<file path="src/sv/sacl_pkg.sv">
// Shared types and constants for the LFU cache tag directory.
// Used by the front end, the item queue, the back end and the top level.
`default_nettype none
package sacl_pkg;
	localparam int MAX_SET_BITS = 6;
	localparam int MAX_WAYS     = 8;
	localparam int ADDR_WIDTH   = 32;
	localparam int COUNT_WIDTH  = 16;
	localparam int TAG_WIDTH    = 32;
	localparam int WAY_BITS     = $clog2(MAX_WAYS);
	localparam int NUM_SETS     = 1 << MAX_SET_BITS;
	localparam int QDEPTH       = 2;
	localparam int QPTR_BITS    = 1;

	localparam logic [2:0] REG_OFFSET_BITS = 3'd0;
	localparam logic [2:0] REG_INDEX_BITS  = 3'd1;
	localparam logic [2:0] REG_TAG_BITS    = 3'd2;
	localparam logic [2:0] REG_WAYS_USED   = 3'd3;
	localparam logic [2:0] REG_WRITE_ALLOC = 3'd4;

	// One classified item: split address plus what the back end needs.
	typedef struct packed {
		logic                    do_fill;
		logic [MAX_SET_BITS-1:0] set_idx;
		logic [TAG_WIDTH-1:0]    tag;
		logic [15:0]             offset;
		logic [WAY_BITS:0]       ways;
	} item_t;

	typedef struct packed {
		logic                    hit;
		logic [MAX_SET_BITS-1:0] set_idx;
		logic [WAY_BITS-1:0]     way;
		logic                    filled;
		logic                    ev_valid;
		logic [TAG_WIDTH-1:0]    ev_tag;
		logic [15:0]             offset;
	} result_t;
endpackage
`default_nettype wire

</file>
<file path="src/sv/sacl_queue.sv">
// Two-entry queue carrying classified items from front end to back end.
// Depends on sacl_pkg.
`default_nettype none
module sacl_queue import sacl_pkg::*; (
	input  wire logic clk,
	input  wire logic arst_n,
	input  wire logic push,
	input  item_t     push_item,
	input  wire logic pop,
	output item_t     head,
	output logic      not_empty,
	output logic      full
);
	item_t                mem_q [QDEPTH];
	logic [QPTR_BITS-1:0] wr_q, rd_q;
	logic [QPTR_BITS:0]   cnt_q;

	assign not_empty = cnt_q != '0;
	assign full      = cnt_q == (QPTR_BITS+1)'(QDEPTH);
	assign head      = mem_q[rd_q];

	// Storage writes.
	always_ff @(posedge clk) begin
		if (push) mem_q[wr_q] <= push_item;
	end

	// Pointers and fill count.
	always_ff @(posedge clk or negedge arst_n) begin
		if (!arst_n) begin
			wr_q <= '0; rd_q <= '0; cnt_q <= '0;
		end else begin
			if (push) wr_q <= wr_q + 1'b1;
			if (pop)  rd_q <= rd_q + 1'b1;
			cnt_q <= cnt_q + (QPTR_BITS+1)'(push) - (QPTR_BITS+1)'(pop);
		end
	end
endmodule
`default_nettype wire

</file>
<file path="config.mk">
export PLATFORM = sky130hd
export DESIGN_NAME = sacl_queue
export DESIGN_NICKNAME = d
export VERILOG_FILES = /design/src/sv/sacl_pkg.sv /design/src/sv/sacl_queue.sv
export SDC_FILE = /design/constraint.sdc
export NUM_CORES = 1
export LEC_CHECK = 0
export BUFFER_PORTS_ARGS = -buffer_cell sky130_fd_sc_hd__buf_2
export CORE_MARGIN = 5
export CORE_UTILIZATION = 40
export CTS_CLUSTER_DIAMETER = 200
export DETAILED_ROUTE_END_ITERATION = 10
export PLACE_DENSITY = 0.66
export SLEW_MARGIN = 30
export SYNTH_ARGS = -nofsm -noshare
export SYNTH_HDL_FRONTEND = slang
export SYNTH_SLANG_ARGS = --single-unit
</file>
<file path="constraint.sdc">
create_clock -name clk -period 5.8 [get_ports clk]
set_input_delay 0.58 -clock clk [delete_from_list [all_inputs] [get_ports clk]]
set_output_delay 0.58 -clock clk [all_outputs]
set_load 0.1 [all_outputs]
</file>
* Word level (Yosys, flattened, before mapping)
Memories as Yosys holds them, arrays and structs flattened.
Cells that the tools add are included.
W data, S select, Z words.
** Word-level totals
- Logic and storage cells :: 12
- Output and inout port bits :: 61
- Memories :: 1
- Bits in writable memories :: 118
- Input port bits :: 63
- Flip-flop bits (word level) :: 4
** Memory list
- mem_q :: words 2, bits a word 59, rd ports 1, clocked after Yosys merged registers in 0, wr ports 1, RTL line sacl_queue.sv:14 : item_t mem_q [QDEPTH];
** Cells by class
- Reductions and logical operators :: 1
- Add/sub/neg operators :: 4
- Muxes and demuxes :: 2
- Eq/ne operators :: 1
** Operator list (count)
- $add A1 B1 Y1 const B :: 2
- $add A2 B1 Y2 :: 1
- $eq A2 B2 Y1 const B :: 1
- $mux W1 :: 2
- $reduce_bool A2 Y1 :: 1
- $sub A2 B1 Y2 :: 1

* Depth between registers and ports, before layout
Gate-level depths: netlist of run 1.
- Depth after elaboration :: 2
- Gate-level depth with buffers :: 5

* Least setup slack after synthesis of run 1
OpenSTA, ideal clock, no wires.
- Path type :: input -> register
- From :: input port push
- To :: memory mem_q[0][0] (netlist bit) (enable)
- Buffers on the path :: 0
- Setup time :: 0.483 ns
- Slack :: 2.136 ns
- Data arrival time :: 3.181 ns
- Stages :: 1
- Cell sequence :: nor2b_1
** Between the ends
- Word-level cells in the longest chain between the ends :: 2
** Ends and longest elaborated chain
- start, declared :: RTL line sacl_queue.sv:7 : input wire logic push,
- $mux W1 :: RTL line sacl_queue.sv:24 : if (push) mem_q[wr_q] <= push_item;
- $mux W1 (implied by the code) :: RTL line sacl_queue.sv:24
- end, declared :: RTL line sacl_queue.sv:14
Every way passes these cells.

==> results of run 1 <==
registers in the layout (all words and copies together), names as in the netlist:
signal  flops
mem_q     118
cnt_q       2
rd_q        1
wr_q        1
critical path: stages, from the launching register on:
cell and delay [ps]:
dfrtp_4 830, buf_16 320, mux2_4 340, buf_2 300
kinds of logic (layout without fill, tap and decap cells):
kind of cell	Yosys count	in the layout	synth area share, %
buf+inv	9	160	2.92
fa+ha+maj	2	2	0.526
xor+xnor	3	3	0.868
simple gates	4	4	0.526
flops	122	122	76.6
mux	59	59	18.6
repair_timing:
action / in CTS / in global routing
hold buffers: 1 / 0
resized for setup: 0 / 0
endpoints found under the setup margin: 0 / 0
endpoints found under the hold margin: 4 / 0
setup buffers: 0 / 0
layout make-up:
class                           instances  area, sq um
Tap cell                              143          179
Sequential cell                       122         3650
Clock buffer                           21          440
Timing Repair Buffer                  127          668
Fill cell                             952         5510
Inverter                                2         7.51
Multi-Input combinational cell         68          986
Clock inverter                         10          126
metrics by stage:
step           cell area [sq um]  utilization [%]
2_1_floorplan               4760                -
3_3_place_gp                5450             47.1
3_5_place_dp                5480             47.4
4_1_cts                     6050             52.4
5_1_grt                     6050             52.4
6_report                    6050             52.4
cells in the final DEF, fill, tap and decap left out:
master | Yosys | routed
ha_1 | 2 | 2
nor2b_1 | 2 | 1
bufinv_16 | 0 | 3
buf_4 | 0 | 2
dfrtp_1 | 4 | 3
dlygate4sd3_1 | 0 | 1
xor3_1 | 1 | 1
inv_1 | 2 | 2
dfrtp_4 | 0 | 1
xor2_1 | 2 | 2
edfxtp_1 | 118 | 118
clkbuf_16 | 0 | 17
clkinvlp_4 | 0 | 1
clkinv_2 | 0 | 5
buf_16 | 0 | 1
clkbuf_1 | 0 | 4
mux2_4 | 59 | 59
clkinv_1 | 0 | 1
buf_2 | 0 | 123
or2_2 | 1 | 1
nor2b_4 | 0 | 1
and2_2 | 0 | 1
metal layers:
layer  vias up  share of wire (%)  GRT usage, %
li1       1066                  -             -
met1      1111                 40          13.0
met2        88                 51          20.0
met3        14                7.0          4.88
met4         0                1.9          5.87
met5         -                  0             0
worst max path at each step:
stage	start	cells past startpoint	slack [ps]	end
floorplan	push	1	2140	mem_q[0][0]
global placement	rd_q	2	3240	head[3]
detailed placement	push	3	3410	mem_q[0][58]
CTS	rd_q	3	2970	head[3]
global route	rd_q	3	2930	head[3]
finish	rd_q	3	3020	head[3]
==> results.sh, run 1 <==
export IMPL_synth_flop_cell="edfxtp_1"
export IMPL_grt_max_degree=35
export IMPL_drive_above_1_share_pct=61.4
export IMPL_min_path_type="input pin to flop"
export IMPL_worstReg2RegEnd="mem_q[0][37]"
export IMPL_cp_end_kind="primary output"
export IMPL_vias=2279
export IMPL_port_buffers=123
export IMPL_numClockSinks=122
export IMPL_fin_crit_ps=2780
export IMPL_clkTransAtPathRegs_ps=50
export IMPL_area_growth_syn_to_layout_pct=27.2
export IMPL_crit_path_start_kind="flop"
export IMPL_ys_seq_area_share_pct=76.6
export IMPL_dp_hpwl_um=5500
export IMPL_grt_pass1_wl_um=12700
export IMPL_hold_start="push_item[23]"
export IMPL_coreArea_sq_um=11600
export IMPL_max_freq_mhz=360
export IMPL_final_nets=403
export IMPL_fin_crit_sh_pct=47.9
export IMPL_dp_cells=461
export IMPL_remaining_drc_errors=0
export IMPL_synthesis_nets=264
export IMPL_instances_no_fill=493
export IMPL_num_rows=39
export IMPL_ctsLongestPathBuffers=2
export IMPL_ant_nets=0
export IMPL_yosys_cell_types_count=12
export IMPL_syn_area_per_cell_sq_um=23.9
export IMPL_worstPathArrival_ps=2200
export IMPL_hold_violations=0
export IMPL_synth_top_area_share_pct=74.4
export IMPL_ff2ff_path_depth=2
export IMPL_synth_edf_count=118
export IMPL_worst_slew_pin_slew_ps=755
export IMPL_r2r_setup_slack_ps=3810
export IMPL_cts_buffers=17
export IMPL_rsz0062_at_grt="false"
export IMPL_hold_path_depth=1
export IMPL_antenna_found_initial=0
export IMPL_gp_congestion=0.646
export IMPL_num_antenna_cells=0
export IMPL_syn_inst=199
export IMPL_fp_dieH_um=119
export IMPL_grt_ovfl_total=0
export IMPL_cts_tree="done"
export IMPL_ys_seq_elements=122
export IMPL_setup_slack_ps=3020
export IMPL_start_util_pct=41.2
export IMPL_grt_pass1_vias=2507
export IMPL_io_pins=124
export IMPL_drt_total_wl_um=8050
export IMPL_drtPass1Iterations=4
export IMPL_required_ps=5220
export IMPL_yosys_area_top_type="edfxtp_1"
export IMPL_ys_warnings_count=0
export IMPL_die_x_um=119
export IMPL_r2r_start="wr_q"
export IMPL_design_die_area_sq_um=14200
export IMPL_async_reset_ff_share_pct=3.28
export IMPL_critPathMaxFanout=31
export IMPL_fin_tns_setup_ps=0
export IMPL_finalMaxSlewViolations=0
export IMPL_setup_worst_path_class="flop to primary output"
export IMPL_synth_area_sq_um=4760
export IMPL_worstSkewPairLatency_ps=400
export IMPL_ctsHtreeMaxLevel=4
export IMPL_cap_violations=0
export IMPL_holdPathEnd="mem_q[0][23]"
export IMPL_wire_per_inst_um=16.3
export IMPL_grtUsageTotal_pct=11.9
export IMPL_setup_violations=0
export IMPL_worst_clock_skew_ps=9.87
export IMPL_dp_slack_ps=3410
export IMPL_root_buffer="clkbuf_16"
export IMPL_synth_commonest_cells="edfxtp_1 (118), mux2_4 (59), buf_12 (6)"
export IMPL_whs_ps=359
export IMPL_drtIter0Drc=78
export IMPL_synth_area_top_cells="edfxtp_1 (74%), mux2_4 (19%), buf_12 (2.5%), dfrtp_1 (2.1%), ha_1 (0.53%)"
export IMPL_maxSlewHeadroom_pct=49.6
export IMPL_yosysMostFrequentCell="edfxtp_1"
export IMPL_vias_per_cell=4.62
export IMPL_status="finished clean"
Power of run 1 is left out: the tool's default activity adds up to more than one toggle a clock period on the data nets, which glitch-free logic cannot reach.
==> run 2, diff against run 1 <==
- ABC_AREA: not set -> 1
- PLACE_DENSITY: 0.66 -> 0.67
- clock period: 5.8 -> 2.9 ns (I/O delays scaled with it)
==> run 2 against run 1 <==
  * Core utilization up 0.82 points
  * Sequential cell count unchanged
  * Count of clock-buffer cells in the layout down 2
  * Critical path depth up 1
  * Register-to-register slack worse by 2400 ps
  * Largest cell class unchanged
  * Synthesized cell count up 67%
  * Synthesized area down 3.7%
  * Design area down 0.58%
  * Critical path type unchanged
==> results.sh, run 2 <==
export IMPL_cts_resized=0
export IMPL_rsz0062_at_grt="false"
export IMPL_synth_xor_area_share_pct=0.382
export IMPL_cap_violations=0
export IMPL_synth_compound_area_share_pct=6.44
export IMPL_ant_nets=0
export IMPL_antenna_found_initial=1
export IMPL_n_fill_cell=973
export IMPL_placed_cell_area_sq_um=5350
export IMPL_yosys_area_top_type="edfxtp_1"
export IMPL_finalMaxSlewViolations=0
export IMPL_synthesis_nets=398
export IMPL_ys_seq_elements=122
export IMPL_dp_hpwl_um=5780
export IMPL_top_regs="mem_q: 118 flops, cnt_q: 2 flops"
export IMPL_regMostFlops="mem_q"
export IMPL_worstSkewPairLatency_ps=400
export IMPL_grtUsageTotal_pct=12.4
export IMPL_fp_dieH_um=117
export IMPL_port_buffers=123
export IMPL_hold_violations=0
export IMPL_slowest_stage="dfrtp_4"
export IMPL_worst_slew_pin_slew_ps=495
export IMPL_yosys_area_share_adder_pct=0.546
export IMPL_clkTransAtPathRegs_ps=60
export IMPL_grt_ovfl_total=0
export IMPL_critPathMaxStageDelay_ps=740
export IMPL_dp_slack_ps=894
export IMPL_vias_per_cell=4.45
export IMPL_io_pins=124
export IMPL_synth_top_family_by_area="buffers and inverters"
export IMPL_synth_commonest_cells="edfxtp_1 (118), inv_1 (66), nand2_1 (66)"
export IMPL_crit_path_start_kind="flop"
export IMPL_drive_above_1_share_pct=33.4
export IMPL_cp_cell_sequence="buf_12 -> nand2_1 -> o21ai_1 -> buf_2"
export IMPL_vias=2784
export IMPL_synth_edf_count=118
export IMPL_num_rows=39
export IMPL_final_nets=534
export IMPL_cts_tree="done"
export IMPL_design_die_area_sq_um=13700
export IMPL_syn_inst=333
export IMPL_final_common_cell="buf_2"
export IMPL_synth_area_sq_um=4590
export IMPL_yosysMostFrequentCell="edfxtp_1"
export IMPL_numClockSinks=122
export IMPL_critPathMaxFanout=70
export IMPL_most_common_layout_cells="buf_2 (123), edfxtp_1 (118), nand2_1 (66), inv_1 (65), o21ai_1 (54)"
export IMPL_whs_ps=76.0
export IMPL_setup_slack_ps=469
export IMPL_wire_per_inst_um=13.2
export IMPL_area_growth_syn_to_layout_pct=31.3
export IMPL_maxSlewHeadroom_pct=67.0
export IMPL_cp_end_kind="primary output"
export IMPL_yosys_cell_types_count=13
export IMPL_fin_crit_ps=2430
export IMPL_drtPass1Iterations=4
export IMPL_gp_congestion=0.697
export IMPL_start_util_pct=40.5
export IMPL_r2r_setup_slack_ps=1390
export IMPL_cts_buffers=17
export IMPL_root_buffer="clkbuf_16"
export IMPL_fin_crit_sh_pct=83.8
export IMPL_async_reset_ff_share_pct=3.28
export IMPL_max_freq_mhz=411
export IMPL_num_antenna_cells=0
export IMPL_synth_top_area_share_pct=77.3
export IMPL_ctsLongestPathBuffers=2
export IMPL_grt_pass1_vias=2641
export IMPL_worstPathArrival_ps=2140
export IMPL_drt_total_wl_um=8250
export IMPL_drtIter0Drc=110
export IMPL_worst_clock_skew_ps=7.42
export IMPL_largest_reg_flops=118
export IMPL_remaining_drc_errors=0
export IMPL_setup_worst_path_class="flop to primary output"
export IMPL_ys_warnings_count=0
export IMPL_muxShareOfSynthArea_pct=0
export IMPL_synth_simple_area_share_pct=5.68
export IMPL_synth_area_top_cells="edfxtp_1 (77%), o21ai_1 (5.9%), inv_1 (5.4%), nand2_1 (5.4%), dfrtp_1 (2.2%)"
export IMPL_coreArea_sq_um=11300
export IMPL_synth_flop_cell="edfxtp_1"
export IMPL_required_ps=2610
export IMPL_grt_max_degree=71
export IMPL_min_path_type="input pin to flop"
export IMPL_ys_seq_area_share_pct=79.5
export IMPL_ctsHtreeMaxLevel=4
export IMPL_syn_area_per_cell_sq_um=13.8
export IMPL_design_area_sq_um=6020
export IMPL_setup_violations=0
export IMPL_fin_tns_setup_ps=0
export IMPL_die_x_um=117
export IMPL_grt_pass1_wl_um=12600
export IMPL_status="finished clean"
[run 2: stage by stage]
stage                     std cells  utilization (%)
after floorplan                 333                -
after global placement          592             47.3
after detailed placement        592             47.3
after CTS                       625             53.2
after global routing            625             53.2
final                           625             53.2
[run 2: per-layer routing]
layer	vias to the layer above	GRT usage, %	wire length [um]
li1	1391	-	-
met3	11	5.09	687
met4	2	5.35	80
met1	1294	14.5	3300
met2	86	20.3	4170
met5	-	0	13
[run 2: area by class of cell]
| type | count | area [sq um] | share of cell area, % |
|---|---|---|---|
| multi-input cells | 132 | 606 | 10.1 |
| inverters | 66 | 248 | 4.12 |
| clock buffers | 19 | 433 | 7.19 |
| well taps | 143 | 179 | 2.97 |
| repair buffers | 130 | 683 | 11.3 |
| flip-flops and latches | 122 | 3650 | 60.6 |
| clock inverters | 13 | 224 | 3.72 |
[run 2: cell families (layout without fill, tap and decap cells)]
group / after synthesis / in the layout
AOI/OAI and AO/OA: 59 / 59
xor gates and xnor gates: 2 / 2
adders and majority gates: 2 / 2
buffers and inverters: 79 / 228
DFF: 122 / 122
and+or+nand+nor: 69 / 69
[run 2: path summary, 6_finish.rpt]
| path | depth (start not counted) | end | startpoint |
|---|---|---|---|
| max | 4 | head[24] | rd_q |
| min | 1 | mem_q[1][37] | push_item[37] |
| max reg2reg | 3 | mem_q[1][12] | wr_q |
| min reg2reg | 1 | wr_q | wr_q |
| max in group asynchronous | 2 | rd_q | arst_n |
| min in group asynchronous | 2 | rd_q | arst_n |
[run 2: what timing repair did]
action | 4_1_cts | 5_1_grt
buffers inserted | 0 | 0
hold endpoints to repair | 4 | 0
hold buffers | 1 | 0
setup endpoints to repair | 0 | 0
[run 2: critical path: cells and delay by family, from the launching register on]
family | cells | cell delay, ps
compound gates | 1 | 110
flops | 1 | 740
simple gates | 1 | 80
buf+inv | 2 | 760
Power of run 2 is left out for the same reason.
==> run 3, diff against run 2 <==
- clock period: 2.9 -> 2.35 ns (I/O delays scaled with it)
==> run 3 against run 2 <==
  * Non-clock buffer count up 5
  * Worst setup slack worse by 310 ps
  * Highest routed layer is now met4
  * Critical path type unchanged
  * Hold slack worse by 63 ps
  * Die area unchanged
  * Count of clock-buffer cells in the layout down 2
  * Design area down 0.94%
==> results.sh, run 3 (same netlist as run 2, synthesis figures left out) <==
export IMPL_coreArea_sq_um=11300
export IMPL_design_area_sq_um=5960
export IMPL_worstPathArrival_ps=1960
export IMPL_io_pins=124
export IMPL_drtPass1Iterations=4
export IMPL_fin_crit_ps=2190
export IMPL_critPathMaxStageDelay_ps=660
export IMPL_numClockSinks=122
export IMPL_maxSlewHeadroom_pct=64.0
export IMPL_seq_area_sq_um=3650
export IMPL_crit_path_start_kind="flop"
export IMPL_min_path_type="input pin to flop"
export IMPL_ant_nets=0
export IMPL_grt_pass1_wl_um=13000
export IMPL_status="finished clean"
export IMPL_clkTransAtPathRegs_ps=60
export IMPL_placed_cell_area_sq_um=5390
export IMPL_multiInputGateArea_sq_um=606
export IMPL_cp_cell_sequence="buf_12 -> nand2_1 -> o21ai_1 -> buf_2"
export IMPL_hold_buffers=2
export IMPL_num_rows=39
export IMPL_required_ps=2120
export IMPL_dp_hpwl_um=5790
export IMPL_hold_violations=0
export IMPL_crit_buf_inv=2
export IMPL_regMostFlops="mem_q"
export IMPL_cts_resized=0
export IMPL_fin_crit_sh_pct=93.3
export IMPL_worstSkewPairLatency_ps=400
export IMPL_drive_above_1_share_pct=33.7
export IMPL_ctsLongestPathBuffers=2
export IMPL_cp_end_kind="primary output"
export IMPL_cts_buffers=17
export IMPL_n_fill_cell=995
export IMPL_gp_congestion=0.714
export IMPL_vias_per_cell=4.42
export IMPL_grtUsageTotal_pct=12.8
export IMPL_final_nets=539
export IMPL_ctsHtreeMaxLevel=4
export IMPL_remaining_drc_errors=0
export IMPL_setup_worst_path_class="flop to primary output"
export IMPL_critPathMaxFanout=47
export IMPL_area_growth_syn_to_layout_pct=30.0
export IMPL_final_common_cell="buf_2"
export IMPL_slowest_stage="dfrtp_4"
export IMPL_antenna_found_initial=0
export IMPL_drtIter0Drc=113
export IMPL_vias=2784
export IMPL_grt_pass1_vias=2796
export IMPL_root_buffer="clkbuf_16"
export IMPL_most_common_layout_cells="buf_2 (123), edfxtp_1 (118), nand2_1 (66), inv_1 (65), o21ai_1 (54)"
export IMPL_drt_total_wl_um=8450
export IMPL_worst_clock_skew_ps=7.54
export IMPL_wire_per_inst_um=13.4
export IMPL_port_buffers=123
export IMPL_finalMaxSlewViolations=0
export IMPL_start_util_pct=40.5
export IMPL_grt_max_degree=48
export IMPL_fin_tns_setup_ps=0
export IMPL_die_x_um=117
export IMPL_cts_tree="done"
export IMPL_max_freq_mhz=456
export IMPL_setup_violations=0
export IMPL_top_regs="mem_q: 118 flops, cnt_q: 2 flops"
export IMPL_cap_violations=0
export IMPL_rsz0062_at_grt="false"
export IMPL_fp_dieH_um=117
export IMPL_postCtsSetupRepairBufs=0
export IMPL_worst_slew_pin_slew_ps=540
export IMPL_largest_reg_flops=118
export IMPL_design_die_area_sq_um=13700
export IMPL_grt_ovfl_total=0
export IMPL_num_antenna_cells=0
export IMPL_crit_family="buffers and inverters"
[run 3: final timing paths]
check                         startpoint      endpoint  slack [ps]  cells after the start
max                                 rd_q      head[33]         160                      4
min                        push_item[37]  mem_q[1][37]          10                      1
max reg2reg                         wr_q  mem_q[1][26]         900                      3
min reg2reg                         wr_q          wr_q         550                      1
max in group asynchronous         arst_n          rd_q        2050                      2
min in group asynchronous         arst_n      cnt_q[0]         170                      2
[run 3: final cells by class]
type	instances	share of cell area, %
repair buffers	135	12.7
flip-flops and latches	122	61.2
clock inverters	15	1.72
multi-input cells	132	10.2
well taps	143	3.00
clock buffers	17	7.13
inverters	66	4.15
[run 3: stage by stage]
stage	util [%]	hold WS [ps]	worst slack, ps	std cells
finish	52.7	13.1	157	630
global route	52.7	0.888	0.479	630
CTS	52.4	1.21	112	627
detailed placement	47.6	46.3	555	593
global placement	47.6	43.1	559	593
floorplan	-	-60.6	-540	333
[run 3: metal layers]
layer	track usage [%]	routed length [um]	up-vias
met4	6.35	172	0
met5	0	0	-
met2	21.2	4190	85
li1	-	-	1398
met3	4.73	574	15
met1	14.6	3510	1286
Power of run 3 is left out for the same reason.
