### config.mk
export PLATFORM = sky130hd
export DESIGN_NAME = sacl_front
export DESIGN_NICKNAME = d
export VERILOG_FILES = /design/src/sv/sacl_pkg.sv /design/src/sv/sacl_front.sv
export SDC_FILE = /design/constraint.sdc
export NUM_CORES = 1
export LEC_CHECK = 0
export BUFFER_PORTS_ARGS = -buffer_cell sky130_fd_sc_hd__buf_2
export CAP_MARGIN = 0
export CORE_MARGIN = 3
export CORE_UTILIZATION = 28
export DETAILED_ROUTE_END_ITERATION = 6
export GPL_TIMING_DRIVEN = 0
export PLACE_DENSITY = 0.44
export SLEW_MARGIN = 25
export SYNTH_ARGS = -nofsm -noshare
export SYNTH_HDL_FRONTEND = slang
export SYNTH_SLANG_ARGS = --single-unit
### constraint.sdc
create_clock -name vclk -period 3.12
set_clock_uncertainty 0.15 [all_clocks]
set_input_delay 0.156 -clock vclk [all_inputs]
set_output_delay 0.156 -clock vclk [all_outputs]
set_load 0.005 [all_outputs]
### src/sv/sacl_pkg.sv
// Shared types and constants for the LFU cache tag directory.
// Used by the front end, the item queue, the back end and the top level.
`default_nettype none
package sacl_pkg;
	localparam int MAX_SET_BITS = 6;
	localparam int MAX_WAYS     = 8;
	localparam int ADDR_WIDTH   = 32;
	localparam int COUNT_WIDTH  = 16;
	localparam int TAG_WIDTH    = 32;
	localparam int WAY_BITS     = $clog2(MAX_WAYS);
	localparam int NUM_SETS     = 1 << MAX_SET_BITS;
	localparam int QDEPTH       = 2;
	localparam int QPTR_BITS    = 1;

	localparam logic [2:0] REG_OFFSET_BITS = 3'd0;
	localparam logic [2:0] REG_INDEX_BITS  = 3'd1;
	localparam logic [2:0] REG_TAG_BITS    = 3'd2;
	localparam logic [2:0] REG_WAYS_USED   = 3'd3;
	localparam logic [2:0] REG_WRITE_ALLOC = 3'd4;

	// One classified item: split address plus what the back end needs.
	typedef struct packed {
		logic                    do_fill;
		logic [MAX_SET_BITS-1:0] set_idx;
		logic [TAG_WIDTH-1:0]    tag;
		logic [15:0]             offset;
		logic [WAY_BITS:0]       ways;
	} item_t;

	typedef struct packed {
		logic                    hit;
		logic [MAX_SET_BITS-1:0] set_idx;
		logic [WAY_BITS-1:0]     way;
		logic                    filled;
		logic                    ev_valid;
		logic [TAG_WIDTH-1:0]    ev_tag;
		logic [15:0]             offset;
	} result_t;
endpackage
`default_nettype wire

### src/sv/sacl_front.sv
// Front end: splits the address under the current geometry and classifies the item.
// Depends on sacl_pkg.
`default_nettype none
module sacl_front import sacl_pkg::*; (
	input  wire logic                  kind,
	input  wire logic [ADDR_WIDTH-1:0] address,
	input  wire logic [4:0]            offset_bits,
	input  wire logic [2:0]            index_bits,
	input  wire logic [5:0]            tag_bits,
	input  wire logic [3:0]            ways_used,
	input  wire logic                  write_allocate,
	output item_t                      item
);
	logic [2:0]  s_eff;
	logic [5:0]  t_eff;
	logic [63:0] addr_w;
	logic [63:0] sh_set;
	logic [63:0] sh_tag;
	logic [6:0]  tag_pos;
	logic [TAG_WIDTH-1:0] tmask;

	// Clamp geometry and extract fields.
	always_comb begin
		s_eff   = (index_bits > 3'(MAX_SET_BITS)) ? 3'(MAX_SET_BITS) : index_bits;
		t_eff   = (tag_bits > 6'(TAG_WIDTH)) ? 6'(TAG_WIDTH) : tag_bits;
		addr_w  = 64'(address);
		sh_set  = addr_w >> offset_bits;
		tag_pos = 7'(offset_bits) + 7'(s_eff);
		sh_tag  = addr_w >> tag_pos;
		tmask   = (t_eff == 6'(TAG_WIDTH)) ? '1 : ((TAG_WIDTH'(1) << t_eff) - TAG_WIDTH'(1));
		item.set_idx = sh_set[MAX_SET_BITS-1:0] & ((MAX_SET_BITS'(1) << s_eff) - MAX_SET_BITS'(1));
		item.tag     = sh_tag[TAG_WIDTH-1:0] & tmask;
		item.offset  = addr_w[15:0] & ((offset_bits >= 5'd16) ? 16'hFFFF
			: ((16'd1 << offset_bits) - 16'd1));
		if (ways_used == 4'd0)
			item.ways = (WAY_BITS+1)'(1);
		else if (ways_used > 4'(MAX_WAYS))
			item.ways = (WAY_BITS+1)'(MAX_WAYS);
		else
			item.ways = (WAY_BITS+1)'(ways_used);
		item.do_fill = !kind || write_allocate;
	end
endmodule
`default_nettype wire

# Word level (Yosys, flattened, before mapping)
# Index checks and enable logic that the tools add are counted.
# word_totals
latch_bits	0
output_inout_bits	59
n_memories	0
romBits	0
ramBits	0
regBits	0
inputBits	52
wordCells	26
# classes
n_shift	5
multipliers	0
n_mux	6
addsub	4
n_reduce_logical	3
div_mod_pow	0
n_bitwise	3
eq_ne	1
magnitude_cmp	4
# ops
op	n
32-bit bitwise AND	1
32-bit two-way mux	1
1-bit by 6-bit left shift with 32-bit output, first input constant	1
32-bit by 5-bit right shift with 6-bit output	1
32-bit by 6-bit right shift with 32-bit output	1
32-bit by 1-bit subtractor with 32-bit output, second input constant	1
16-bit bitwise AND	1
16-bit two-way mux	1
1-bit by 5-bit left shift with 16-bit output, first input constant	1
16-bit by 1-bit subtractor with 16-bit output, second input constant	1
4-bit two-way mux	2
5-bit by 3-bit adder with 6-bit output	1
6-bit bitwise AND	1
6-bit equality test, second input constant	1
6-bit > comparator, second input constant	1
6-bit two-way mux	1
1-bit by 3-bit left shift with 6-bit output, first input constant	1
6-bit by 1-bit subtractor with 6-bit output, second input constant	1
5-bit greater-or-equal comparator, second input constant	1
4-bit > comparator, second input constant	1
4-bit logical NOT	1
3-bit > comparator, second input constant	1
3-bit two-way mux	1
1-bit logical NOT	1
1-bit logical OR	1

# Longest topological paths before layout
# Gate-level depths: netlist of run 1.
# depth
ltp_word	6
mapped_depth	12
mapped_depth_nobuf	9

# Worst setup path after synthesis of run 1
# No wires, ideal clock.
# synth_path
path_type	input port to output port
from	input index_bits[0]
to	output item[26] (netlist bit)
cell_stages	9
required_ps	2814
arrival_time_ps	2388
path_buffers	2
slack_ps	426
cell_sequence	a21boi_0 > ha_1 > fa_1 > buf_4 > clkbuf_1 > mux4_2 > mux4_1 > nand2_1 > a21oi_1
# synth_lines
element	line_no	text
from (decl)	sacl_front.sv:8	input wire logic [2:0] index_bits,
to (decl)	sacl_front.sv:12	output item_t item

==> summary.md, run 1 <==
| Metric | Value |
|---|---|
| Synth-to-layout area growth | 21.0% |
| Largest net degree at the start of global routing | 11 |
| Initial antenna violation count | 0 |
| Die area | 18100 sq um |
| WP data required | 2.81 ns |
| Worst path cell trace | buf_2 -> a21boi_2 -> ha_2 -> fa_2 -> buf_6 -> buf_12 -> mux4_2 -> mux4_2 -> a21oi_2 -> a211oi_1 -> buf_2 |
| Fin crit period | 3.05 ns |
| Status | complete, no violations |
| Initial DRC Count | 626 |
| Pwr dens | 264 nW/um^2 |
| Total routed wirelength | 20600 um |
| FMAX | 328 MHz |
| Ant. Diodes | 0 |
| Reg area | 0 sq um |
| Max-cap violations | 0 |
| Worst Setup SP | index_bits[0] |
| Gr ovfl total | 0 |
| Initial Utilization | 28.9% |
| CP arrival | 2.75 ns |
| Gpl congestion | 0.980 |
| Fin Setup TNS | 0 ns |
| Worst Setup End Kind | output port |
| Vias in the first global route | 5233 |
| Commonest non-fill, non-tap cells in the layout | buf_2 (120), nand2_1 (53), nor2_1 (51), mux2i_1 (51), mux4_2 (44) |
| Setup CP Type | in2out |
| Via count | 5408 |
| Mapped Area | 4630 sq um |
| Crit path launch type | input pin |
| Post-synth net total | 625 |
| Ports | 111 |
| CORE AREA | 16000 sq um |
| CP max FO | 10 |
| Synth unique cells | 74 |
| First-pass GRT wire length | 31500 um |
| Ys Warns | 0 |
| Gr usage total | 21.7% |
| Final Hold Fails | 0 |
| Peak supply drop | 0.0900 mV |
| Clock buffers | 0 |
| Syn Area/Cell | 8.16 sq um |
| Commonest non-fill, non-tap cell in the layout | buf_2 |
| Chip Height | 135 um |
| Iteration count of the initial detailed-routing pass | 5 |
| Worst min path class | in2out |
| Hold-fix buffers, CTS | 0 |
| Pleak | 2.29 nW |
| Die X | 135 um |
| Part of the cycle the worst path needs | 97.8% |
| Crit-path max cell delay | 0.53 ns |
| Remaining DRCs | 0 |
| # nets final | 739 |
| Internal cell power | 0.000667 W |
| Share of cells above drive strength 1 | 34.9% |
| Area occupied by multi-input gates | 4290 sq um |
| Switching Share | 55.0% |
| Fin util | 35.0% |
| Post-Place Worst Slack | -0.304 ns |
| Drt wl/cell | 23.0 um |
| Post-Syn Instances | 567 |
| Via-per-instance ratio | 6.04 |
| Sequential fraction of design power | 0% |
| Setup ws final | 0.0681 ns |
| Worst Setup EP | item[28] |
| Layout fillers | 1768 |
| CP max stage cell | fa_2 |
| FP Rows | 46 |
| Post-detail-place hpwl | 16600 um |
| Area post-placement | 5440 sq um |
| Power Total | 0.00148 W |
| Combinational power share | 100.0% |
| Final Cell Area | 5600 sq um |
| Clock share of power | 0% |
| DRT antenna net count | 0 |
| Seq_cells | 0 |
| Sw power | 0.000814 W |
| Number of port buffers | 108 |
| Sequential share of the synthesized area | 0% |
| Slew HR | 44.2% |
| Slew at the pin closest to its max-slew limit | 0.834 ns |
| Final setup viols | 0 |
| Final Max Slew Viols | 0 |
## per-stage QoR
step	instances	hold WS, ns
final	895	0.389
after global routing	895	0.415
after CTS	892	0.393
after detailed placement	891	0.393
after global placement	891	0.391
after floorplan	567	0.192
## power by group through the flow
stage | clock network, W | registers (W) | logic [W]
after floorplan | 0 | 0 | 0.000925
after global placement | 0 | 0 | 0.00139
after detailed placement | 0 | 0 | 0.00139
after CTS | 0 | 0 | 0.00142
after global routing | 0 | 0 | 0.00158
final | 0 | 0 | 0.00148
## synthesized netlist by cell type (all sizes together), types with 4 or more instances
library cell	instances	area, sq um
a211oi	10	75.1
a21boi	7	52.6
a21o	5	37.5
a21oi	44	231
and2	7	43.8
and3	5	31.3
buf	39	317
clkbuf	21	78.8
ha	5	62.6
inv	9	36.3
mux2	8	90.1
mux2i	55	551
mux4	52	1220
nand2	56	215
nand2b	11	68.8
nand3	16	80.1
nand3b	4	30.0
nand4	4	25.0
nor2	51	191
nor2b	13	81.3
nor3	21	105
nor4	4	31.3
o211ai	6	45.0
o21a	4	30.0
o21ai	31	155
o22ai	4	25.0
o31a	4	35.0
o32ai	4	42.6
or3	5	31.3
xnor2	12	131
xor2	8	88.8
## cell type report
class | instances | area share (%)
plain buffers | 60 | 7.55
inverters | 9 | 0.648
repair buffers | 111 | 10.3
multi-input cells | 499 | 76.6
well taps | 216 | 4.83
## cells by family after synthesis
family / synth area share (%)
fa+ha+maj: 1.78
compound gates: 23.2
simple gates: 20.8
mux: 40.1
buf+inv: 9.33
xor+xnor: 4.76
## worst min path at each step
stage	start	end	slack (ns)	depth (start not counted)
CTS	kind	item[58]	0.39	3
global placement	kind	item[58]	0.39	3
detailed placement	kind	item[58]	0.39	3
finish	kind	item[58]	0.39	3
floorplan	ways_used[3]	item[1]	0.19	1
global route	kind	item[58]	0.41	3
## what timing repair did
item,4_1_cts,5_1_grt
buffers inserted,1,2
hold endpoints to repair,0,0
endpoints found under the setup margin,30,27
pin swaps,1,3
gates resized for setup,15,25
gates cloned,0,1
## worst max-delay path: cells and delay by family
family | cells | cell delay, ns
muxes | 2 | 0.86
AOI/OAI and AO/OA | 3 | 0.39
buffers and inverters | 4 | 0.60
adders and majority gates | 2 | 0.72
## routing by layer
metal / global-route usage, % / vias up / wire length [um]
met5: 0 / - / 0
met1: 32.8 / 2692 / 9230
met2: 34.6 / 275 / 9540
li1: - / 2426 / -
met4: 2.38 / 0 / 184
met3: 2.35 / 15 / 1630
Note: power is estimated with default switching activity, not from simulation.
==> run 2: changes to the inputs <==
--- a/config.mk
+++ b/config.mk
@@ -7,11 +7,13 @@
 export LEC_CHECK = 0
 export BUFFER_PORTS_ARGS = -buffer_cell sky130_fd_sc_hd__buf_2
 export CAP_MARGIN = 0
+export CORE_ASPECT_RATIO = 1.25
 export CORE_MARGIN = 3
 export CORE_UTILIZATION = 28
 export DETAILED_ROUTE_END_ITERATION = 6
 export GPL_TIMING_DRIVEN = 0
 export PLACE_DENSITY = 0.44
+export SKIP_LAST_GASP = 1
 export SLEW_MARGIN = 25
 export SYNTH_ARGS = -nofsm -noshare
 export SYNTH_HDL_FRONTEND = slang
==> summary.md, run 2 (synthesized netlist as in run 1, its figures left out) <==
| Metric | Value |
|---|---|
| Final Max Slew Viols | 0 (unchanged) |
| Clock buffers | 0 (unchanged) |
| Final Hold Fails | 0 (unchanged) |
| Initial DRC Count | 421 (was 626) |
| RSZ-0062 raised after global routing | true |
| Number of port buffers | 108 (unchanged) |
| Hold_ws | 0.392 ns (was 0.389 ns) |
| Gr ovfl total | 0 (unchanged) |
| Slew HR | 44.9% (was 44.2%) |
| Clock share of power | 0% (about the same) |
| Post-detail-place hpwl | 17500 um (was 16600 um) |
| Combinational power share | 100.0% (about the same) |
| DRT antenna net count | 0 (unchanged) |
| Switching Share | 54.3% (was 55.0%) |
| Fin crit period | 3.04 ns (was 3.05 ns) |
| Peak supply drop | 0.0615 mV (was 0.0900 mV) |
| Synth-to-layout area growth | 23.5% (was 21.0%) |
| Total routed wirelength | 21300 um (was 20600 um) |
| Seq_cells | 0 (unchanged) |
| Die X | 121 um (was 135 um) |
| Chip Height | 150 um (was 135 um) |
| Iteration count of the initial detailed-routing pass | 7 (was 5) |
| Vias in the first global route | 5333 (was 5233) |
| Share of cells above drive strength 1 | 36.4% (was 34.9%) |
| Ports | 111 (unchanged) |
| Hold Crit Depth | 3 (unchanged) |
| Gpl congestion | 0.972 (was 0.980) |
| Pwr dens | 267 nW/um^2 (was 264 nW/um^2) |
| Hold-fix buffers, CTS | 0 (unchanged) |
| CP arrival | 2.74 ns (was 2.75 ns) |
| Min-delay src | kind (unchanged) |
| Sequential fraction of design power | 0% (about the same) |
| Via count | 5324 (was 5408) |
| Pleak | 2.37 nW (was 2.29 nW) |
| Crit path launch type | input pin (unchanged) |
| Fin Setup TNS | 0 ns (unchanged) |
| Commonest non-fill, non-tap cells in the layout | buf_2 (118), nand2_1 (53), mux2i_1 (52) (was buf_2 (120), nand2_1 (53), nor2_1 (51), mux2i_1 (51), mux4_2 (44)) |
| Initial antenna violation count | 0 (unchanged) |
| Placed cell count | 887 (was 891) |
| Commonest non-fill, non-tap cell in the layout | buf_2 (unchanged) |
| Sw power | 0.000828 W (was 0.000814 W) |
| FMAX | 329 MHz (was 328 MHz) |
| Final setup viols | 0 (unchanged) |
| First-pass GRT wire length | 31900 um (was 31500 um) |
| Remaining DRCs | 1 (was 0) |
| Failing checks | design-rule violations |
| Status | complete, but fails checks (was complete, no violations) |
| FP Rows | 51 (was 46) |
| Largest net degree at the start of global routing | 11 (unchanged) |
| Ant. Diodes | 0 (unchanged) |
| Slew at the pin closest to its max-slew limit | 0.823 ns (was 0.834 ns) |
| Part of the cycle the worst path needs | 97.5% (was 97.8%) |
| CORE AREA | 15900 sq um (was 16000 sq um) |
| WP data required | 2.81 ns (about the same) |
| Worst Setup SP | index_bits[0] (unchanged) |
| Reg area | 0 sq um (unchanged) |
| Worst Setup End Kind | output port (unchanged) |
| Worst min path class | in2out (unchanged) |
| Post-Place Worst Slack | -0.468 ns (was -0.304 ns) |
| Gr usage total | 22.4% (was 21.7%) |
| Setup CP Type | in2out (unchanged) |
| Layout fillers | 1703 (was 1768) |
| Initial Utilization | 29.1% (was 28.9%) |
| Die area | 18100 sq um (about the same) |
| Via-per-instance ratio | 5.91 (was 6.04) |
| Final Non-Filler Cells | 901 (was 895) |
| Internal cell power | 0.000696 W (was 0.000667 W) |
| CP max FO | 10 (unchanged) |
| Max-cap violations | 0 (unchanged) |
| # nets final | 749 (was 739) |
| Setup ws final | 0.0767 ns (was 0.0681 ns) |
| Power Total | 0.00152 W (was 0.00148 W) |
| Drt wl/cell | 23.7 um (was 23.0 um) |
-- run 2: changes by cell type in the layout (fill, tap and decap cells not counted), sizes merged --
cell | previous run | this run
clkbuf | 20 | 23
buf | 151 | 158
-- run 2: final timing paths --
path                    to  slack [ns]
setup / recovery  item[28]        0.08
hold / removal    item[58]        0.39
-- run 2: layout make-up --
class | instances | area [sq um] | share of cell area, %
Buffer | 60 | 435 | 7.62
Tap cell | 212 | 265 | 4.64
Multi-Input combinational cell | 499 | 4320 | 75.6
Timing Repair Buffer | 121 | 656 | 11.5
Inverter | 9 | 36.3 | 0.635
-- run 2: power groups by stage --
stage          sequential (W)  clock (W)  combinational (W)
3_5_place_dp                0          0            0.00140
6_report                    0          0            0.00152
4_1_cts                     0          0            0.00145
2_1_floorplan               0          0           0.000925
3_3_place_gp                0          0            0.00140
5_1_grt                     0          0            0.00162
-- run 2: critical path, cell delays in order --
cell      delay (ns)
buf_2           0.12
a21boi_2        0.16
ha_2            0.19
fa_2            0.53
buf_6           0.15
buf_12          0.14
mux4_2          0.35
mux4_2          0.51
a21oi_2         0.19
a211oi_1        0.07
buf_2           0.17
-- run 2: repair_timing --
| action | 4_1_cts | 5_1_grt |
|---|---|---|
| gates resized for setup | 32 | 16 |
| pin swaps | 2 | 3 |
| setup endpoints to repair | 29 | 19 |
| cloned | 0 | 1 |
| buffers inserted | 0 | 13 |
-- run 2: routing by layer --
| layer | GRT usage [%] | vias to the layer above | part of all wire [%] |
|---|---|---|---|
| li1 | - | 2444 | - |
| met5 | 0 | - | 0 |
| met3 | 0.945 | 35 | 4.6 |
| met1 | 26.9 | 2623 | 39 |
| met4 | 5.33 | 0 | 2.8 |
| met2 | 43.4 | 222 | 53 |
-- run 2: metrics by stage --
stage | cell area, sq um | util [%]
final | 5710 | 36.0
after global routing | 5710 | 36.0
after CTS | 5530 | 34.8
after detailed placement | 5430 | 34.2
after global placement | 5430 | 34.2
after floorplan | 4630 | -
==> run 3: changes to the inputs <==
--- a/config.mk
+++ b/config.mk
@@ -5,6 +5,7 @@
 export SDC_FILE = /design/constraint.sdc
 export NUM_CORES = 1
 export LEC_CHECK = 0
+export ABC_AREA = 1
 export BUFFER_PORTS_ARGS = -buffer_cell sky130_fd_sc_hd__buf_2
 export CAP_MARGIN = 0
 export CORE_ASPECT_RATIO = 1.25
@@ -13,6 +14,7 @@
 export DETAILED_ROUTE_END_ITERATION = 6
 export GPL_TIMING_DRIVEN = 0
 export PLACE_DENSITY = 0.44
+export SETUP_SLACK_MARGIN = 0.5
 export SKIP_LAST_GASP = 1
 export SLEW_MARGIN = 25
 export SYNTH_ARGS = -nofsm -noshare
==> summary.md, run 3 <==
| Metric | Value |
|---|---|
| Peak supply drop | 0.0727 mV (was 0.0615 mV) |
| Largest area contributor in the netlist | nand2_1 (was mux4_2) |
| Ports | 111 (unchanged) |
| Commonest non-fill, non-tap cell in the layout | nand2_1 (was buf_2) |
| Largest cells by area after synthesis | nand2_1 (24%), o21ai_0 (15%), nor2_1 (8.2%) (was mux4_2 (19%), mux2i_1 (12%), mux4_1 (6.8%)) |
| Number of port buffers | 110 (was 108) |
| Status | complete, no violations (was complete, but fails checks) |
| Largest net degree at the start of global routing | 11 (unchanged) |
| Post-detail-place hpwl | 18800 um (was 17500 um) |
| Crit-path max cell delay | 0.52 ns (was 0.53 ns) |
| Final Hold Fails | 0 (unchanged) |
| Via count | 6825 (was 5324) |
| Fin crit period | 2.75 ns (was 3.04 ns) |
| Ys Warns | 0 (unchanged) |
| Seq_cells | 0 (unchanged) |
| Worst Setup End Kind | output port (unchanged) |
| Most numerous cell in the Yosys netlist | nand2_1 (was mux2i_1) |
| Synth top area share | 24.1% (was 19.5%) |
| Iteration count of the initial detailed-routing pass | 5 (was 7) |
| Post-Syn Instances | 947 (was 567) |
| Cell family with the largest share of critical-path delay | buffers and inverters (was multiplexers) |
| Total routed wirelength | 22800 um (was 21300 um) |
| Max-cap violations | 0 (unchanged) |
| Gr usage total | 24.2% (was 22.4%) |
| Setup CP Type | in2out (unchanged) |
| Synth-to-layout area growth | 38.5% (was 23.5%) |
| CP max stage cell | fa_2 (unchanged) |
| Ant. Diodes | 0 (unchanged) |
| FP Rows | 51 (unchanged) |
| Die X | 120 um (was 121 um) |
| Mapped Area | 4530 sq um (was 4630 sq um) |
| # nets final | 1146 (was 749) |
| Gr ovfl total | 0 (unchanged) |
| Initial DRC Count | 448 (was 421) |
| CP max FO | 7 (was 10) |
| Die area | 17700 sq um (was 18100 sq um) |
| Synth top cells by count | nand2_1 (291), o21ai_0 (137), nor2_1 (99), inv_1 (90), nand3_1 (63) (was mux2i_1 (55), nand2_1 (54), nor2_1 (51), a21oi_1 (43), mux4_2 (40)) |
| FMAX | 364 MHz (was 329 MHz) |
| DRT antenna net count | 0 (unchanged) |
| Area post-placement | 5340 sq um (was 5430 sq um) |
| Share of cells above drive strength 1 | 30.4% (was 36.4%) |
| Gpl congestion | 0.944 (was 0.972) |
| Pwr dens | 271 nW/um^2 (was 267 nW/um^2) |
| Drt wl/cell | 17.6 um (was 23.7 um) |
| Initial antenna violation count | 0 (unchanged) |
| WP data required | 2.81 ns (about the same) |
| CP arrival | 2.44 ns (was 2.74 ns) |
| Post-synth net total | 1005 (was 625) |
| Commonest non-fill, non-tap cells in the layout | nand2_1 (272), buf_2 (123), o21ai_0 (92) (was buf_2 (118), nand2_1 (53), mux2i_1 (52)) |
| Power Total | 0.00170 W (was 0.00152 W) |
| Final setup viols | 0 (unchanged) |
| Buf+Inv Stages, Crit Path | 7 (was 4) |
| Worst path cell trace | buf_12 -> nand2_4 -> and2_4 -> ha_4 -> fa_2 -> buf_6 -> inv_8 -> buf_8 -> buf_8 -> mux2i_4 -> o21ai_2 -> nand2_1 -> nand3_1 -> nand4_1 -> inv_1 -> buf_2 (was buf_2 -> a21boi_2 -> ha_2 -> fa_2 -> buf_6 -> buf_12 -> mux4_2 -> mux4_2 -> a21oi_2 -> a211oi_1 -> buf_2) |
| Via-per-instance ratio | 5.26 (was 5.91) |
| Final Max Slew Viols | 0 (unchanged) |
| WP depth | 16 (was 11) |
| First-pass GRT wire length | 34900 um (was 31900 um) |
| RSZ-0062 raised after global routing | true (unchanged) |
| Remaining DRCs | 0 (was 1) |
| Clock buffers | 0 (unchanged) |
| Part of the cycle the worst path needs | 88.1% (was 97.5%) |
| Crit path launch type | input pin (unchanged) |
| Pleak | 3.26 nW (was 2.37 nW) |
| Initial Utilization | 28.8% (was 29.1%) |
| Chip Height | 148 um (was 150 um) |
| Hold Crit Depth | 3 (unchanged) |
| Synth unique cells | 52 (was 74) |
| Crit-path most repeated cell | buf_8 |
| Vias in the first global route | 6601 (was 5333) |
| Reg area | 0 sq um (unchanged) |
| Slew at the pin closest to its max-slew limit | 0.841 ns (was 0.823 ns) |
| Worst min path class | in2out (unchanged) |
| Sequential share of the synthesized area | 0% (unchanged) |
| Slew HR | 43.7% (was 44.9%) |
| Final Cell Area | 6270 sq um (was 5710 sq um) |
| CORE AREA | 15700 sq um (was 15900 sq um) |
| Fin util | 39.9% (was 36.0%) |
| Hold_ws | 0.396 ns (was 0.392 ns) |
| Syn Area/Cell | 4.78 sq um (was 8.16 sq um) |
-- run 3: cell types whose count changed after synthesis, moves of 47 or more --
cell,change
nand2_1,+237
o21ai_0,+111
inv_1,+82
mux2i_1,-52
nor2_1,+48
nand3_1,+47
-- run 3: report_power, final --
| group | switching, W | internal, W | total [W] | leakage [nW] |
|---|---|---|---|---|
| Sequential | 0 | 0 | 0 | 0 |
| Combinational | 0.00105 | 0.000651 | 0.00170 | 3.26 |
| Clock | 0 | 0 | 0 | 0 |
-- run 3: final timing paths --
| check | slack [ns] | start | endpoint |
|---|---|---|---|
| setup / recovery | 0.37 | index_bits[2] | item[28] |
| hold / removal | 0.40 | kind | item[58] |
-- run 3: cell families (layout without fill, tap and decap cells) --
kind of cell | after synthesis | after routing | share of synthesized area [%]
AO/OA/AOI/OAI | 237 | 237 | 29.0
adder cells (fa/ha/maj) | 6 | 6 | 1.82
multiplexers | 3 | 3 | 0.664
AND/OR/NAND/NOR | 533 | 533 | 51.5
XOR/XNOR | 3 | 3 | 1.16
buffers and inverters | 165 | 304 | 15.8
-- run 3: final cells by class --
class / count / area [sq um]
tap: 212 / 265
multi-input combinational: 782 / 4330
inverter: 107 / 419
timing repair buffer: 139 / 850
buffer: 58 / 403
fill: 1884 / 9430
-- run 3: timing repair --
| item | 4_1_cts | 5_1_grt |
|---|---|---|
| hold buffers | 0 | 0 |
| setup endpoints to repair | 34 | 36 |
| buffers inserted | 12 | 13 |
| hold endpoints to repair | 0 | 0 |
| resized for setup | 111 | 111 |
| cloned | 3 | 1 |
| pin swaps | 40 | 41 |
-- run 3: metrics by stage --
stage / worst slack (ns) / instances / TNS (ns)
after global placement: -0.276 / 1269 / -2.88
after detailed placement: -0.245 / 1269 / -2.44
final: 0.370 / 1298 / 0
after floorplan: 0.614 / 947 / 0
after CTS: 0.363 / 1284 / 0
after global routing: 0.285 / 1298 / 0
-- run 3: worst min-delay path: cells and delay by family --
family	cells	cell delay, ns
buffers and inverters	2	0.19
AND/OR/NAND/NOR	1	0.04
-- run 3: metal layers --
| layer | part of all wire, % | track usage [%] | routed length (um) |
|---|---|---|---|
| met5 | 0 | 0 | 0 |
| met4 | 7.0 | 13.1 | 1600 |
| met3 | 4.1 | 1.18 | 934 |
| met2 | 51 | 46.7 | 11700 |
| met1 | 38 | 26.3 | 8640 |
